File: src/sv/eft_pkg.sv
// ----------------------------------------------------------------------------
// eft_pkg: shared types and constants for the env file tokenizer
// Parse modes, result kinds, character codes, controller states and the
// command/status bundles between the controller and the datapath.
// ----------------------------------------------------------------------------
`default_nettype none

package eft_pkg;

  // width of the line number as seen on the result port
  localparam int unsigned LINE_OUT_W = 16;

  // input operation codes
  localparam logic OP_BYTE = 1'b0;
  localparam logic OP_END  = 1'b1;

  // character codes
  localparam logic [7:0] CH_TAB    = 8'h09;
  localparam logic [7:0] CH_LF     = 8'h0A;
  localparam logic [7:0] CH_CR     = 8'h0D;
  localparam logic [7:0] CH_SPACE  = 8'h20;
  localparam logic [7:0] CH_DQUOTE = 8'h22;
  localparam logic [7:0] CH_HASH   = 8'h23;
  localparam logic [7:0] CH_DOLLAR = 8'h24;
  localparam logic [7:0] CH_SQUOTE = 8'h27;
  localparam logic [7:0] CH_SEMI   = 8'h3B;
  localparam logic [7:0] CH_EQUAL  = 8'h3D;
  localparam logic [7:0] CH_BSLASH = 8'h5C;
  localparam logic [7:0] CH_BTICK  = 8'h60;
  localparam logic [7:0] CH_NUL    = 8'h00;

  // parse modes
  typedef enum logic [3:0] {
    M_PREKEY  = 4'd0,
    M_KEY     = 4'd1,
    M_PREVAL  = 4'd2,
    M_VAL     = 4'd3,
    M_VALESC  = 4'd4,
    M_SQ      = 4'd5,
    M_DQ      = 4'd6,
    M_DQESC   = 4'd7,
    M_COMMENT = 4'd8,
    M_COMMESC = 4'd9
  } mode_t;

  // result kinds
  typedef enum logic [2:0] {
    K_KEY_CHAR  = 3'd0,
    K_VAL_CHAR  = 3'd1,
    K_PAIR_END  = 3'd2,
    K_KEY_DROP  = 3'd3,
    K_INPUT_END = 3'd4
  } kind_t;

  // controller states
  typedef enum logic [1:0] {
    C_IDLE  = 2'd0,
    C_FLUSH = 2'd1,
    C_TAIL0 = 2'd2,
    C_TAIL1 = 2'd3
  } ctrl_state_t;

  // which pending result goes to the output register
  typedef enum logic [1:0] {
    SEL_FLUSH = 2'd0,
    SEL_T0    = 2'd1,
    SEL_T1    = 2'd2
  } emit_sel_t;

  // controller to datapath
  typedef struct packed {
    logic      load;   // accept the input word and latch its plan
    logic      emit;   // load the output register
    emit_sel_t sel;
  } cmd_t;

  // datapath to controller
  typedef struct packed {
    logic plan_flush;  // plan of the offered word has held whitespace to emit
    logic plan_tail;   // plan of the offered word has at least one tail result
    logic fcnt_one;    // one flushed whitespace left
    logic tail_nz;     // latched plan has a tail result
    logic tail_two;    // latched plan has two tail results
    logic out_free;    // output register can take a word
  } sts_t;

  function automatic logic is_nl(input logic [7:0] c);
    return c inside {CH_LF, CH_CR};
  endfunction

  function automatic logic is_ws(input logic [7:0] c);
    return c inside {CH_SPACE, CH_TAB, CH_LF, CH_CR};
  endfunction

endpackage

`default_nettype wire

File: src/sv/env_file_tokenizer.sv
// A word that causes results has its plan latched when it is taken, and each result then
// goes through the output register when it is free. Throughput: one word per cycle when
// it causes no result; else the next word waits until all its results (held whitespace
// flushed, then up to two more) are emitted, paced by the single output register and its stall.
// Reset: synchronous, active low; parse mode pre-key, line count one, store empty.
// ----------------------------------------------------------------------------
// env_file_tokenizer: byte-serial tokenizer for shell-style KEY=VALUE files
// Comments, quoting, backslash escapes and a bounded trailing whitespace
// store; key and value characters come out one word at a time.
// ----------------------------------------------------------------------------
`default_nettype none

module env_file_tokenizer #(
  parameter int unsigned PENDING_WS_MAX = 32,
  parameter int unsigned LINE_BITS      = 16
) (
  input  wire logic        clk,
  input  wire logic        rst_n,
  input  wire logic        in_valid,
  output logic             in_stall,
  input  wire logic        in_operation,
  input  wire logic [7:0]  in_ch,
  output logic             out_valid,
  input  wire logic        out_stall,
  output logic [2:0]       out_kind,
  output logic [7:0]       out_char,
  output logic [15:0]      out_line_number,
  output logic             out_ws_overflow,
  output logic             out_last
);

  eft_pkg::cmd_t cmd;
  eft_pkg::sts_t sts;

  // sequencer
  eft_ctrl u_ctrl (
    .clk      (clk),
    .rst_n    (rst_n),
    .in_valid (in_valid),
    .in_stall (in_stall),
    .sts      (sts),
    .cmd      (cmd)
  );

  // parse state and result path
  eft_dpath #(
    .PENDING_WS_MAX (PENDING_WS_MAX),
    .LINE_BITS      (LINE_BITS)
  ) u_dpath (
    .clk             (clk),
    .rst_n           (rst_n),
    .in_operation    (in_operation),
    .in_ch           (in_ch),
    .cmd             (cmd),
    .sts             (sts),
    .out_valid       (out_valid),
    .out_stall       (out_stall),
    .out_kind        (out_kind),
    .out_char        (out_char),
    .out_line_number (out_line_number),
    .out_ws_overflow (out_ws_overflow),
    .out_last        (out_last)
  );

endmodule

`default_nettype wire

File: src/sv/eft_ctrl.sv
// ----------------------------------------------------------------------------
// eft_ctrl: result sequencer for the env file tokenizer
// Takes one input word when idle, then steps through the held whitespace
// flush and up to two tail results, one per free output slot.
// ----------------------------------------------------------------------------
`default_nettype none

module eft_ctrl (
  input  wire logic          clk,
  input  wire logic          rst_n,
  input  wire logic          in_valid,
  output logic               in_stall,
  input  wire eft_pkg::sts_t sts,
  output eft_pkg::cmd_t      cmd
);

  eft_pkg::ctrl_state_t state_r, state_nxt;

  // state register
  always_ff @(posedge clk) begin
    if (!rst_n) begin
      state_r <= eft_pkg::C_IDLE;
    end else begin
      state_r <= state_nxt;
    end
  end

  // next state and commands
  always_comb begin
    state_nxt = state_r;
    cmd.load  = 1'b0;
    cmd.emit  = 1'b0;
    cmd.sel   = eft_pkg::SEL_FLUSH;
    in_stall  = 1'b1;
    case (state_r)
      eft_pkg::C_IDLE: begin
        // no word is taken while reset is held
        in_stall = !rst_n;
        if (in_valid && rst_n) begin
          cmd.load = 1'b1;
          if (sts.plan_flush) begin
            state_nxt = eft_pkg::C_FLUSH;
          end else if (sts.plan_tail) begin
            state_nxt = eft_pkg::C_TAIL0;
          end
        end
      end
      eft_pkg::C_FLUSH: begin
        cmd.sel = eft_pkg::SEL_FLUSH;
        if (sts.out_free) begin
          cmd.emit = 1'b1;
          if (sts.fcnt_one) begin
            state_nxt = sts.tail_nz ? eft_pkg::C_TAIL0 : eft_pkg::C_IDLE;
          end
        end
      end
      eft_pkg::C_TAIL0: begin
        cmd.sel = eft_pkg::SEL_T0;
        if (sts.out_free) begin
          cmd.emit  = 1'b1;
          state_nxt = sts.tail_two ? eft_pkg::C_TAIL1 : eft_pkg::C_IDLE;
        end
      end
      eft_pkg::C_TAIL1: begin
        cmd.sel = eft_pkg::SEL_T1;
        if (sts.out_free) begin
          cmd.emit  = 1'b1;
          state_nxt = eft_pkg::C_IDLE;
        end
      end
      default: begin
        state_nxt = eft_pkg::C_IDLE;
      end
    endcase
  end

endmodule

`default_nettype wire

File: src/sv/eft_dpath.sv
// ----------------------------------------------------------------------------
// eft_dpath: parse state, pending whitespace store and output register
// Decodes each input word against the parse mode into a result plan, updates
// the parse state at once and holds the plan until the controller drains it.
// ----------------------------------------------------------------------------
`default_nettype none

module eft_dpath #(
  parameter int unsigned PENDING_WS_MAX = 32,
  parameter int unsigned LINE_BITS      = 16
) (
  input  wire logic                          clk,
  input  wire logic                          rst_n,
  input  wire logic                          in_operation,
  input  wire logic [7:0]                    in_ch,
  input  wire eft_pkg::cmd_t                 cmd,
  output eft_pkg::sts_t                      sts,
  output logic                               out_valid,
  input  wire logic                          out_stall,
  output logic [2:0]                         out_kind,
  output logic [7:0]                         out_char,
  output logic [eft_pkg::LINE_OUT_W-1:0]     out_line_number,
  output logic                               out_ws_overflow,
  output logic                               out_last
);

  localparam int unsigned PCW = $clog2(PENDING_WS_MAX + 1);
  localparam logic [PCW-1:0]       PMAX     = PCW'(PENDING_WS_MAX);
  localparam logic [LINE_BITS-1:0] LINE_TOP = '1;
  localparam logic [LINE_BITS-1:0] LINE_ONE = LINE_BITS'(1);

  // parse state
  eft_pkg::mode_t              mode_r, mode_nxt;
  logic [LINE_BITS-1:0]        line_r, line_nxt;
  logic [PCW-1:0]              pcnt_r, pcnt_nxt;
  logic [PENDING_WS_MAX-1:0]   ptab_r, ptab_nxt;
  logic                        ovf_r, ovf_nxt;

  // latched plan of the word being drained
  logic [LINE_BITS-1:0]        snap_line_r;
  logic                        snap_ovf_r;
  logic [PCW-1:0]              fcnt_r;
  logic [PENDING_WS_MAX-1:0]   ftab_r;
  eft_pkg::kind_t              fkind_r;
  logic [1:0]                  ntail_r;
  eft_pkg::kind_t              t0_kind_r, t1_kind_r;
  logic [7:0]                  t0_char_r, t1_char_r;
  logic                        t0_ovf_r, t1_ovf_r;

  // plan of the offered word
  logic                        p_flush;
  eft_pkg::kind_t              p_fkind;
  logic [1:0]                  p_ntail;
  eft_pkg::kind_t              p_t0_kind, p_t1_kind;
  logic [7:0]                  p_t0_char, p_t1_char;
  logic                        p_t1_ovf;

  // output register
  logic                        out_valid_r;
  eft_pkg::kind_t              o_kind_r;
  logic [7:0]                  o_char_r;
  logic [LINE_BITS-1:0]        o_line_r;
  logic                        o_ovf_r;
  logic                        o_last_r;

  logic                        out_free;
  logic [LINE_BITS-1:0]        line_inc;

  assign out_free = !out_valid_r || !out_stall;
  assign line_inc = (line_r != LINE_TOP) ? line_r + LINE_ONE : line_r;

  // decode the offered word against the current mode
  always_comb begin
    logic [7:0] c;
    c         = in_ch;
    mode_nxt  = mode_r;
    line_nxt  = line_r;
    pcnt_nxt  = pcnt_r;
    ptab_nxt  = ptab_r;
    ovf_nxt   = ovf_r;
    p_flush   = 1'b0;
    p_fkind   = eft_pkg::K_KEY_CHAR;
    p_ntail   = 2'd0;
    p_t0_kind = eft_pkg::K_KEY_CHAR;
    p_t0_char = eft_pkg::CH_NUL;
    p_t1_kind = eft_pkg::K_INPUT_END;
    p_t1_char = eft_pkg::CH_NUL;
    p_t1_ovf  = ovf_r;
    if (in_operation == eft_pkg::OP_END) begin
      // close what is open, then end of input and back to reset values
      p_t1_ovf = 1'b0;
      case (mode_r)
        eft_pkg::M_PREVAL, eft_pkg::M_VAL, eft_pkg::M_VALESC,
        eft_pkg::M_SQ, eft_pkg::M_DQ, eft_pkg::M_DQESC: begin
          p_ntail   = 2'd2;
          p_t0_kind = eft_pkg::K_PAIR_END;
        end
        eft_pkg::M_KEY: begin
          p_ntail   = 2'd2;
          p_t0_kind = eft_pkg::K_KEY_DROP;
        end
        default: begin
          p_ntail   = 2'd1;
          p_t0_kind = eft_pkg::K_INPUT_END;
        end
      endcase
      mode_nxt = eft_pkg::M_PREKEY;
      line_nxt = LINE_ONE;
      pcnt_nxt = '0;
      ptab_nxt = '0;
      ovf_nxt  = 1'b0;
    end else begin
      case (mode_r)
        eft_pkg::M_PREKEY: begin
          if (c inside {eft_pkg::CH_SEMI, eft_pkg::CH_HASH}) begin
            mode_nxt = eft_pkg::M_COMMENT;
          end else if (!eft_pkg::is_ws(c)) begin
            mode_nxt  = eft_pkg::M_KEY;
            pcnt_nxt  = '0;
            ptab_nxt  = '0;
            p_ntail   = 2'd1;
            p_t0_kind = eft_pkg::K_KEY_CHAR;
            p_t0_char = c;
          end
        end
        eft_pkg::M_KEY, eft_pkg::M_VAL: begin
          if (eft_pkg::is_nl(c)) begin
            // close the pair or drop the key, then next line
            p_ntail   = 2'd1;
            p_t0_kind = (mode_r == eft_pkg::M_KEY) ? eft_pkg::K_KEY_DROP
                                                   : eft_pkg::K_PAIR_END;
            ovf_nxt   = 1'b0;
            mode_nxt  = eft_pkg::M_PREKEY;
            line_nxt  = line_inc;
            pcnt_nxt  = '0;
            ptab_nxt  = '0;
          end else if (mode_r == eft_pkg::M_KEY && c == eft_pkg::CH_EQUAL) begin
            pcnt_nxt = '0;
            ptab_nxt = '0;
            mode_nxt = eft_pkg::M_PREVAL;
          end else if (mode_r == eft_pkg::M_VAL && c == eft_pkg::CH_BSLASH) begin
            p_flush  = 1'b1;
            p_fkind  = eft_pkg::K_VAL_CHAR;
            pcnt_nxt = '0;
            ptab_nxt = '0;
            mode_nxt = eft_pkg::M_VALESC;
          end else if (eft_pkg::is_ws(c)) begin
            // hold the whitespace, or drop it when the store is full
            if (pcnt_r < PMAX) begin
              if (c == eft_pkg::CH_TAB) begin
                ptab_nxt = ptab_r |
                  (PENDING_WS_MAX'(1) << pcnt_r);
              end
              pcnt_nxt = pcnt_r + PCW'(1);
            end else begin
              ovf_nxt = 1'b1;
            end
          end else begin
            p_flush   = 1'b1;
            p_fkind   = (mode_r == eft_pkg::M_KEY) ? eft_pkg::K_KEY_CHAR
                                                   : eft_pkg::K_VAL_CHAR;
            pcnt_nxt  = '0;
            ptab_nxt  = '0;
            p_ntail   = 2'd1;
            p_t0_kind = p_fkind;
            p_t0_char = c;
          end
        end
        eft_pkg::M_PREVAL: begin
          if (eft_pkg::is_nl(c)) begin
            p_ntail   = 2'd1;
            p_t0_kind = eft_pkg::K_PAIR_END;
            ovf_nxt   = 1'b0;
            mode_nxt  = eft_pkg::M_PREKEY;
            line_nxt  = line_inc;
            pcnt_nxt  = '0;
            ptab_nxt  = '0;
          end else if (c == eft_pkg::CH_SQUOTE) begin
            mode_nxt = eft_pkg::M_SQ;
          end else if (c == eft_pkg::CH_DQUOTE) begin
            mode_nxt = eft_pkg::M_DQ;
          end else if (c == eft_pkg::CH_BSLASH) begin
            mode_nxt = eft_pkg::M_VALESC;
          end else if (!eft_pkg::is_ws(c)) begin
            mode_nxt  = eft_pkg::M_VAL;
            p_ntail   = 2'd1;
            p_t0_kind = eft_pkg::K_VAL_CHAR;
            p_t0_char = c;
          end
        end
        eft_pkg::M_VALESC: begin
          // escaped newline is swallowed without a line advance
          mode_nxt = eft_pkg::M_VAL;
          if (!eft_pkg::is_nl(c)) begin
            p_ntail   = 2'd1;
            p_t0_kind = eft_pkg::K_VAL_CHAR;
            p_t0_char = c;
          end
        end
        eft_pkg::M_SQ: begin
          if (c == eft_pkg::CH_SQUOTE) begin
            mode_nxt = eft_pkg::M_PREVAL;
          end else begin
            p_ntail   = 2'd1;
            p_t0_kind = eft_pkg::K_VAL_CHAR;
            p_t0_char = c;
          end
        end
        eft_pkg::M_DQ: begin
          if (c == eft_pkg::CH_DQUOTE) begin
            mode_nxt = eft_pkg::M_PREVAL;
          end else if (c == eft_pkg::CH_BSLASH) begin
            mode_nxt = eft_pkg::M_DQESC;
          end else begin
            p_ntail   = 2'd1;
            p_t0_kind = eft_pkg::K_VAL_CHAR;
            p_t0_char = c;
          end
        end
        eft_pkg::M_DQESC: begin
          // known escapes lose the backslash, an escaped line feed is swallowed, others keep it
          mode_nxt  = eft_pkg::M_DQ;
          p_t0_kind = eft_pkg::K_VAL_CHAR;
          p_t1_kind = eft_pkg::K_VAL_CHAR;
          if (c inside {eft_pkg::CH_DOLLAR, eft_pkg::CH_BTICK,
                        eft_pkg::CH_DQUOTE, eft_pkg::CH_BSLASH}) begin
            p_ntail   = 2'd1;
            p_t0_char = c;
          end else if (c != eft_pkg::CH_LF) begin
            p_ntail   = 2'd2;
            p_t0_char = eft_pkg::CH_BSLASH;
            p_t1_char = c;
          end
        end
        eft_pkg::M_COMMENT: begin
          if (c == eft_pkg::CH_BSLASH) begin
            mode_nxt = eft_pkg::M_COMMESC;
          end else if (eft_pkg::is_nl(c)) begin
            mode_nxt = eft_pkg::M_PREKEY;
            line_nxt = line_inc;
            pcnt_nxt = '0;
            ptab_nxt = '0;
          end
        end
        eft_pkg::M_COMMESC: begin
          if (eft_pkg::is_nl(c)) begin
            mode_nxt = eft_pkg::M_PREKEY;
            line_nxt = line_inc;
            pcnt_nxt = '0;
            ptab_nxt = '0;
          end else begin
            mode_nxt = eft_pkg::M_COMMENT;
          end
        end
        default: begin
          mode_nxt = eft_pkg::M_PREKEY;
        end
      endcase
    end
  end

  // status to the controller
  always_comb begin
    sts.plan_flush = p_flush && (pcnt_r != '0);
    sts.plan_tail  = (p_ntail != 2'd0);
    sts.fcnt_one   = (fcnt_r == PCW'(1));
    sts.tail_nz    = (ntail_r != 2'd0);
    sts.tail_two   = (ntail_r == 2'd2);
    sts.out_free   = out_free;
  end

  // parse state registers
  always_ff @(posedge clk) begin
    if (!rst_n) begin
      mode_r <= eft_pkg::M_PREKEY;
      line_r <= LINE_ONE;
      pcnt_r <= '0;
      ptab_r <= '0;
      ovf_r  <= 1'b0;
    end else if (cmd.load) begin
      mode_r <= mode_nxt;
      line_r <= line_nxt;
      pcnt_r <= pcnt_nxt;
      ptab_r <= ptab_nxt;
      ovf_r  <= ovf_nxt;
    end
  end

  // plan latch and flush shifter
  always_ff @(posedge clk) begin
    if (!rst_n) begin
      fcnt_r  <= '0;
      ntail_r <= 2'd0;
    end else if (cmd.load) begin
      fcnt_r  <= p_flush ? pcnt_r : '0;
      ntail_r <= p_ntail;
    end else if (cmd.emit && cmd.sel == eft_pkg::SEL_FLUSH) begin
      fcnt_r  <= fcnt_r - PCW'(1);
    end
  end

  always_ff @(posedge clk) begin
    if (cmd.load) begin
      snap_line_r <= line_r;
      snap_ovf_r  <= ovf_r;
      ftab_r      <= ptab_r;
      fkind_r     <= p_fkind;
      t0_kind_r   <= p_t0_kind;
      t0_char_r   <= p_t0_char;
      t0_ovf_r    <= ovf_r;
      t1_kind_r   <= p_t1_kind;
      t1_char_r   <= p_t1_char;
      t1_ovf_r    <= p_t1_ovf;
    end else if (cmd.emit && cmd.sel == eft_pkg::SEL_FLUSH) begin
      ftab_r <= ftab_r >> 1;
    end
  end

  // output register
  always_ff @(posedge clk) begin
    if (!rst_n) begin
      out_valid_r <= 1'b0;
    end else if (cmd.emit) begin
      out_valid_r <= 1'b1;
    end else if (!out_stall) begin
      out_valid_r <= 1'b0;
    end
  end

  always_ff @(posedge clk) begin
    if (cmd.emit) begin
      o_line_r <= snap_line_r;
      case (cmd.sel)
        eft_pkg::SEL_FLUSH: begin
          o_kind_r <= fkind_r;
          o_char_r <= ftab_r[0] ? eft_pkg::CH_TAB : eft_pkg::CH_SPACE;
          o_ovf_r  <= snap_ovf_r;
          o_last_r <= (fcnt_r == PCW'(1)) && (ntail_r == 2'd0);
        end
        eft_pkg::SEL_T0: begin
          o_kind_r <= t0_kind_r;
          o_char_r <= t0_char_r;
          o_ovf_r  <= t0_ovf_r;
          o_last_r <= (ntail_r == 2'd1);
        end
        default: begin
          o_kind_r <= t1_kind_r;
          o_char_r <= t1_char_r;
          o_ovf_r  <= t1_ovf_r;
          o_last_r <= 1'b1;
        end
      endcase
    end
  end

  assign out_valid       = out_valid_r;
  assign out_kind        = o_kind_r;
  assign out_char        = o_char_r;
  assign out_line_number = eft_pkg::LINE_OUT_W'(o_line_r);
  assign out_ws_overflow = o_ovf_r;
  assign out_last        = o_last_r;

endmodule

`default_nettype wire

File: config.mk
export PLATFORM = sky130hd
export DESIGN_NAME = env_file_tokenizer
export DESIGN_NICKNAME = d
export VERILOG_FILES = /design/src/sv/eft_pkg.sv /design/src/sv/env_file_tokenizer.sv /design/src/sv/eft_ctrl.sv /design/src/sv/eft_dpath.sv
export SDC_FILE = /design/constraint.sdc
export NUM_CORES = 1
export LEC_CHECK = 0
export BUFFER_PORTS_ARGS = -buffer_cell sky130_fd_sc_hd__buf_2
export CAP_MARGIN = 15
export CORE_MARGIN = 3
export CORE_UTILIZATION = 40
export DETAILED_ROUTE_END_ITERATION = 10
export HOLD_SLACK_MARGIN = 0.12
export PLACE_DENSITY = 0.55
export SLEW_MARGIN = 30
export SYNTH_ARGS = -nofsm -noshare
export SYNTH_HDL_FRONTEND = slang
export SYNTH_SLANG_ARGS = --single-unit
export TNS_END_PERCENT = 10
File: constraint.sdc
create_clock -name clk -period 2.8 [get_ports clk]
set_clock_uncertainty 0.05 [all_clocks]
set_input_delay 0.42 -clock clk [delete_from_list [all_inputs] [get_ports clk]]
set_output_delay 0.42 -clock clk [all_outputs]
set_load 0.005 [all_outputs]
==> impl_metrics.ini <==
[grt]
grt_overflow = 0
antenna_found_initial = 0
grt_pass1_wl_mm = 29.4
grt_pass1_vias = 5658
grt_max_degree = 49
grt_use_total = 0.169

[power]
p_per_area_nw_per_um2 = 614
cellLeakagePower_nw = 3.52
ir_drop_mv = 0.399

[timing]
drv_slew = 0
layout_setup_ws_ps = 326
finalSetupViolations = 0
fin_crit_ps = 2470
fmax_mhz = 404
rsz0062_at_grt = false
slew_headroom = 0.356
whs_ps = 264
period_share = 0.884
worst_slew_pin_slew_ps = 950
finalHoldViolCount = 0

[yosys]
seq_area_frac_synth = 0.571
synth_flop_cell = edfxtp_1
async_flop_share = 0
ys_types = 69
synth.avg_cell_area_um2 = 10.1
synth_nets = 795
syn_inst = 773
synth.cell_area_um2 = 7770
synth-edff-count = 101
synth_warnings = 0
synth-seq-cells = 171

[setup_path]
path_max_fanout = 48
critPathKind = reg2reg
cp-start-kind = register
end_kind = register
cpPeakStageDelay_ps = 430
cp.required_ps = 3030
arrival_ps = 2700
critical_path.startpoint = u_ctrl.state_r[1]
crit_slowest_cell = buf_6
r2r_end = u_dpath.mode_r[3]
r2r_setup_slack_ps = 330
r2r-start = u_ctrl.state_r[1]
r2r_cells = 7
crit_path_end = u_dpath.mode_r[3]
path_cells = nor2_1 > nand3_1 > inv_2 > buf_4 > buf_6 > o311ai_1 > mux2i_1

[placed_design]
dp_slack_ps = -132
placed_area_um2 = 8640
place.port_buffers = 43
dp_hpwl_mm = 12.3
finalWeightedCongestion = 0.884
dp.cells = 1093

[layout]
final_common_cell = nand2_1
finalNonFillerCells = 1125
final_cell_mix = nand2_1, edfxtp_1, nor2_1, dfxtp_1, buf_4
fillerInstances = 1795
syn_to_final_growth_pct = 19.0
drive_above_1_share = 0.194
antennaDiodeCount = 0
fin_area_um2 = 9250
nets = 874
post-route-util = 0.489

[clock_tree]
htreeDepth = 4
clockBufferDepth = 2
cts.sinks = 171
root_buffer = clkbuf_16
cts_made_buffers = 17
insertion_delay_ps = 420
cts_tree = built
clk_pin_slew_ps = 70

[run_status]
outcome = finished, final reports clean

[route]
ant_nets = 0
vias_per_cell = 5.25
wl_per_cell_um = 15.7
vias = 5904
firstDrtPassIters = 5
drc = 0
drt_iter0_markers = 336
drt_wl_total_mm = 17.7

[die]
coreArea_um2 = 18900
rows = 50
io_pins = 44
die_x_um = 145
fp.dieArea_um2 = 21100
start_util = 0.411
fp.dieH_um = 145

[min_path]
min_path_type = in2reg

[job]
drv_cap = 0
[flip-flops by register name (all words and copies together), names as in the netlist, 2 cells and up]
| register | cells |
|---|---|
| u_ctrl.state_r | 2 |
| u_dpath.fcnt_r | 6 |
| u_dpath.ftab_r | 32 |
| u_dpath.line_r | 16 |
| u_dpath.mode_r | 4 |
| u_dpath.ntail_r | 2 |
| u_dpath.out_char | 8 |
| u_dpath.out_kind | 3 |
| u_dpath.out_line_number | 16 |
| u_dpath.pcnt_r | 6 |
| u_dpath.ptab_r | 32 |
| u_dpath.snap_line_r | 16 |
| u_dpath.t0_char_r | 8 |
| u_dpath.t0_kind_r | 3 |
| u_dpath.t1_char_r | 8 |
| u_dpath.t1_kind_r | 2 |
[critical path, delay by kind of cell (launching register included)]
kind	cells	cell delay (ps)
buffers and inverters	3	880
flip-flops	1	310
AND/OR/NAND/NOR	2	410
multiplexers	1	200
AO/OA/AOI/OAI	1	400
[metal layers]
layer,GRT usage,vias to the layer above,share of wire
met4,0.0461,0,0.011
met1,0.240,2829,0.49
met2,0.267,144,0.46
met3,0.0330,18,0.035
li1,-,2913,-
met5,0,-,0
[stage by stage]
stage          total power, mW  setup TNS [ps]
2_1_floorplan             3.19               0
3_3_place_gp              3.36           -9380
3_5_place_dp              3.38            -663
4_1_cts                   5.73               0
5_1_grt                   5.91               0
6_report                  5.68               0
[cell usage after synthesis (all sizes together), types with 2 or more instances]
cell type  number  area share
dfxtp          70        0.18
ha              9       0.014
nand4b          4      0.0045
a211o           3      0.0034
buf            24       0.015
inv            10      0.0048
a21boi          5      0.0048
o41ai           2      0.0023
and3b           3      0.0035
o22ai           2      0.0024
and3           10      0.0081
o21a            2      0.0019
nand4          12      0.0097
nor2           94       0.045
xnor2           4      0.0045
o211ai          6      0.0058
nand2b          6      0.0048
clkbuf         27       0.013
o21ai          17       0.011
nor3b           6      0.0064
nand3b          6      0.0058
a22oi           2      0.0019
or3             3      0.0024
or4             2      0.0024
nand3          22       0.014
edfxtp        101        0.39
nor4            5      0.0040
and4            3      0.0034
a31oi          38       0.031
xor2           15       0.017
o21bai          2      0.0019
a211oi          3      0.0045
or2             4      0.0032
mux2i          18       0.023
nor4b           3      0.0034
nand2         136       0.066
and2           19       0.016
or3b            2      0.0023
o31ai           3      0.0029
o31a            3      0.0034
nor3           15       0.010
a21oi          28       0.019
nor2b          11      0.0089
[worst min-delay path by stage]
stage	startpoint	to	slack [ps]	cells past startpoint
3_3_place_gp	u_dpath.snap_line_r[2]	u_dpath.out_line_number[2]	350	0
2_1_floorplan	u_dpath.snap_line_r[0]	u_dpath.out_line_number[0]	350	0
4_1_cts	out_stall	u_dpath.out_valid	250	3
3_5_place_dp	u_dpath.snap_line_r[13]	u_dpath.out_line_number[13]	350	0
5_1_grt	out_stall	u_dpath.out_valid	260	3
6_report	out_stall	u_dpath.out_valid	260	3
[kinds of logic after synthesis]
group                    Yosys count  share of synthesized area
buffers and inverters             61                     0.0329
flip-flops                       171                      0.571
AO/OA/AOI/OAI                    123                      0.105
XOR/XNOR                          19                     0.0214
multiplexers                      19                     0.0246
adder cells (fa/ha/maj)            9                     0.0145
AND/OR/NAND/NOR                  371                      0.231
[area by class of cell]
cell class,instances,area [µm²],share of cell area
Clock buffer,17,425,0.0460
Clock inverter,15,179,0.0194
Inverter,10,37.5,0.00406
Multi-Input combinational cell,541,3090,0.334
Sequential cell,171,4430,0.480
Tap cell,260,325,0.0352
Timing Repair Buffer,111,754,0.0816
[power by group]
part           internal, mW  switching (mW)
Clock                  1.28            1.08
Combinational         0.180           0.302
Sequential             2.80          0.0420
[repair_timing]
action	CTS	global route
buffers inserted	0	0
gates resized for setup	0	1
hold buffers	0	0
endpoints found under the setup margin	0	4
endpoints found under the hold margin	0	0
(Power assumes the default switching activity.)
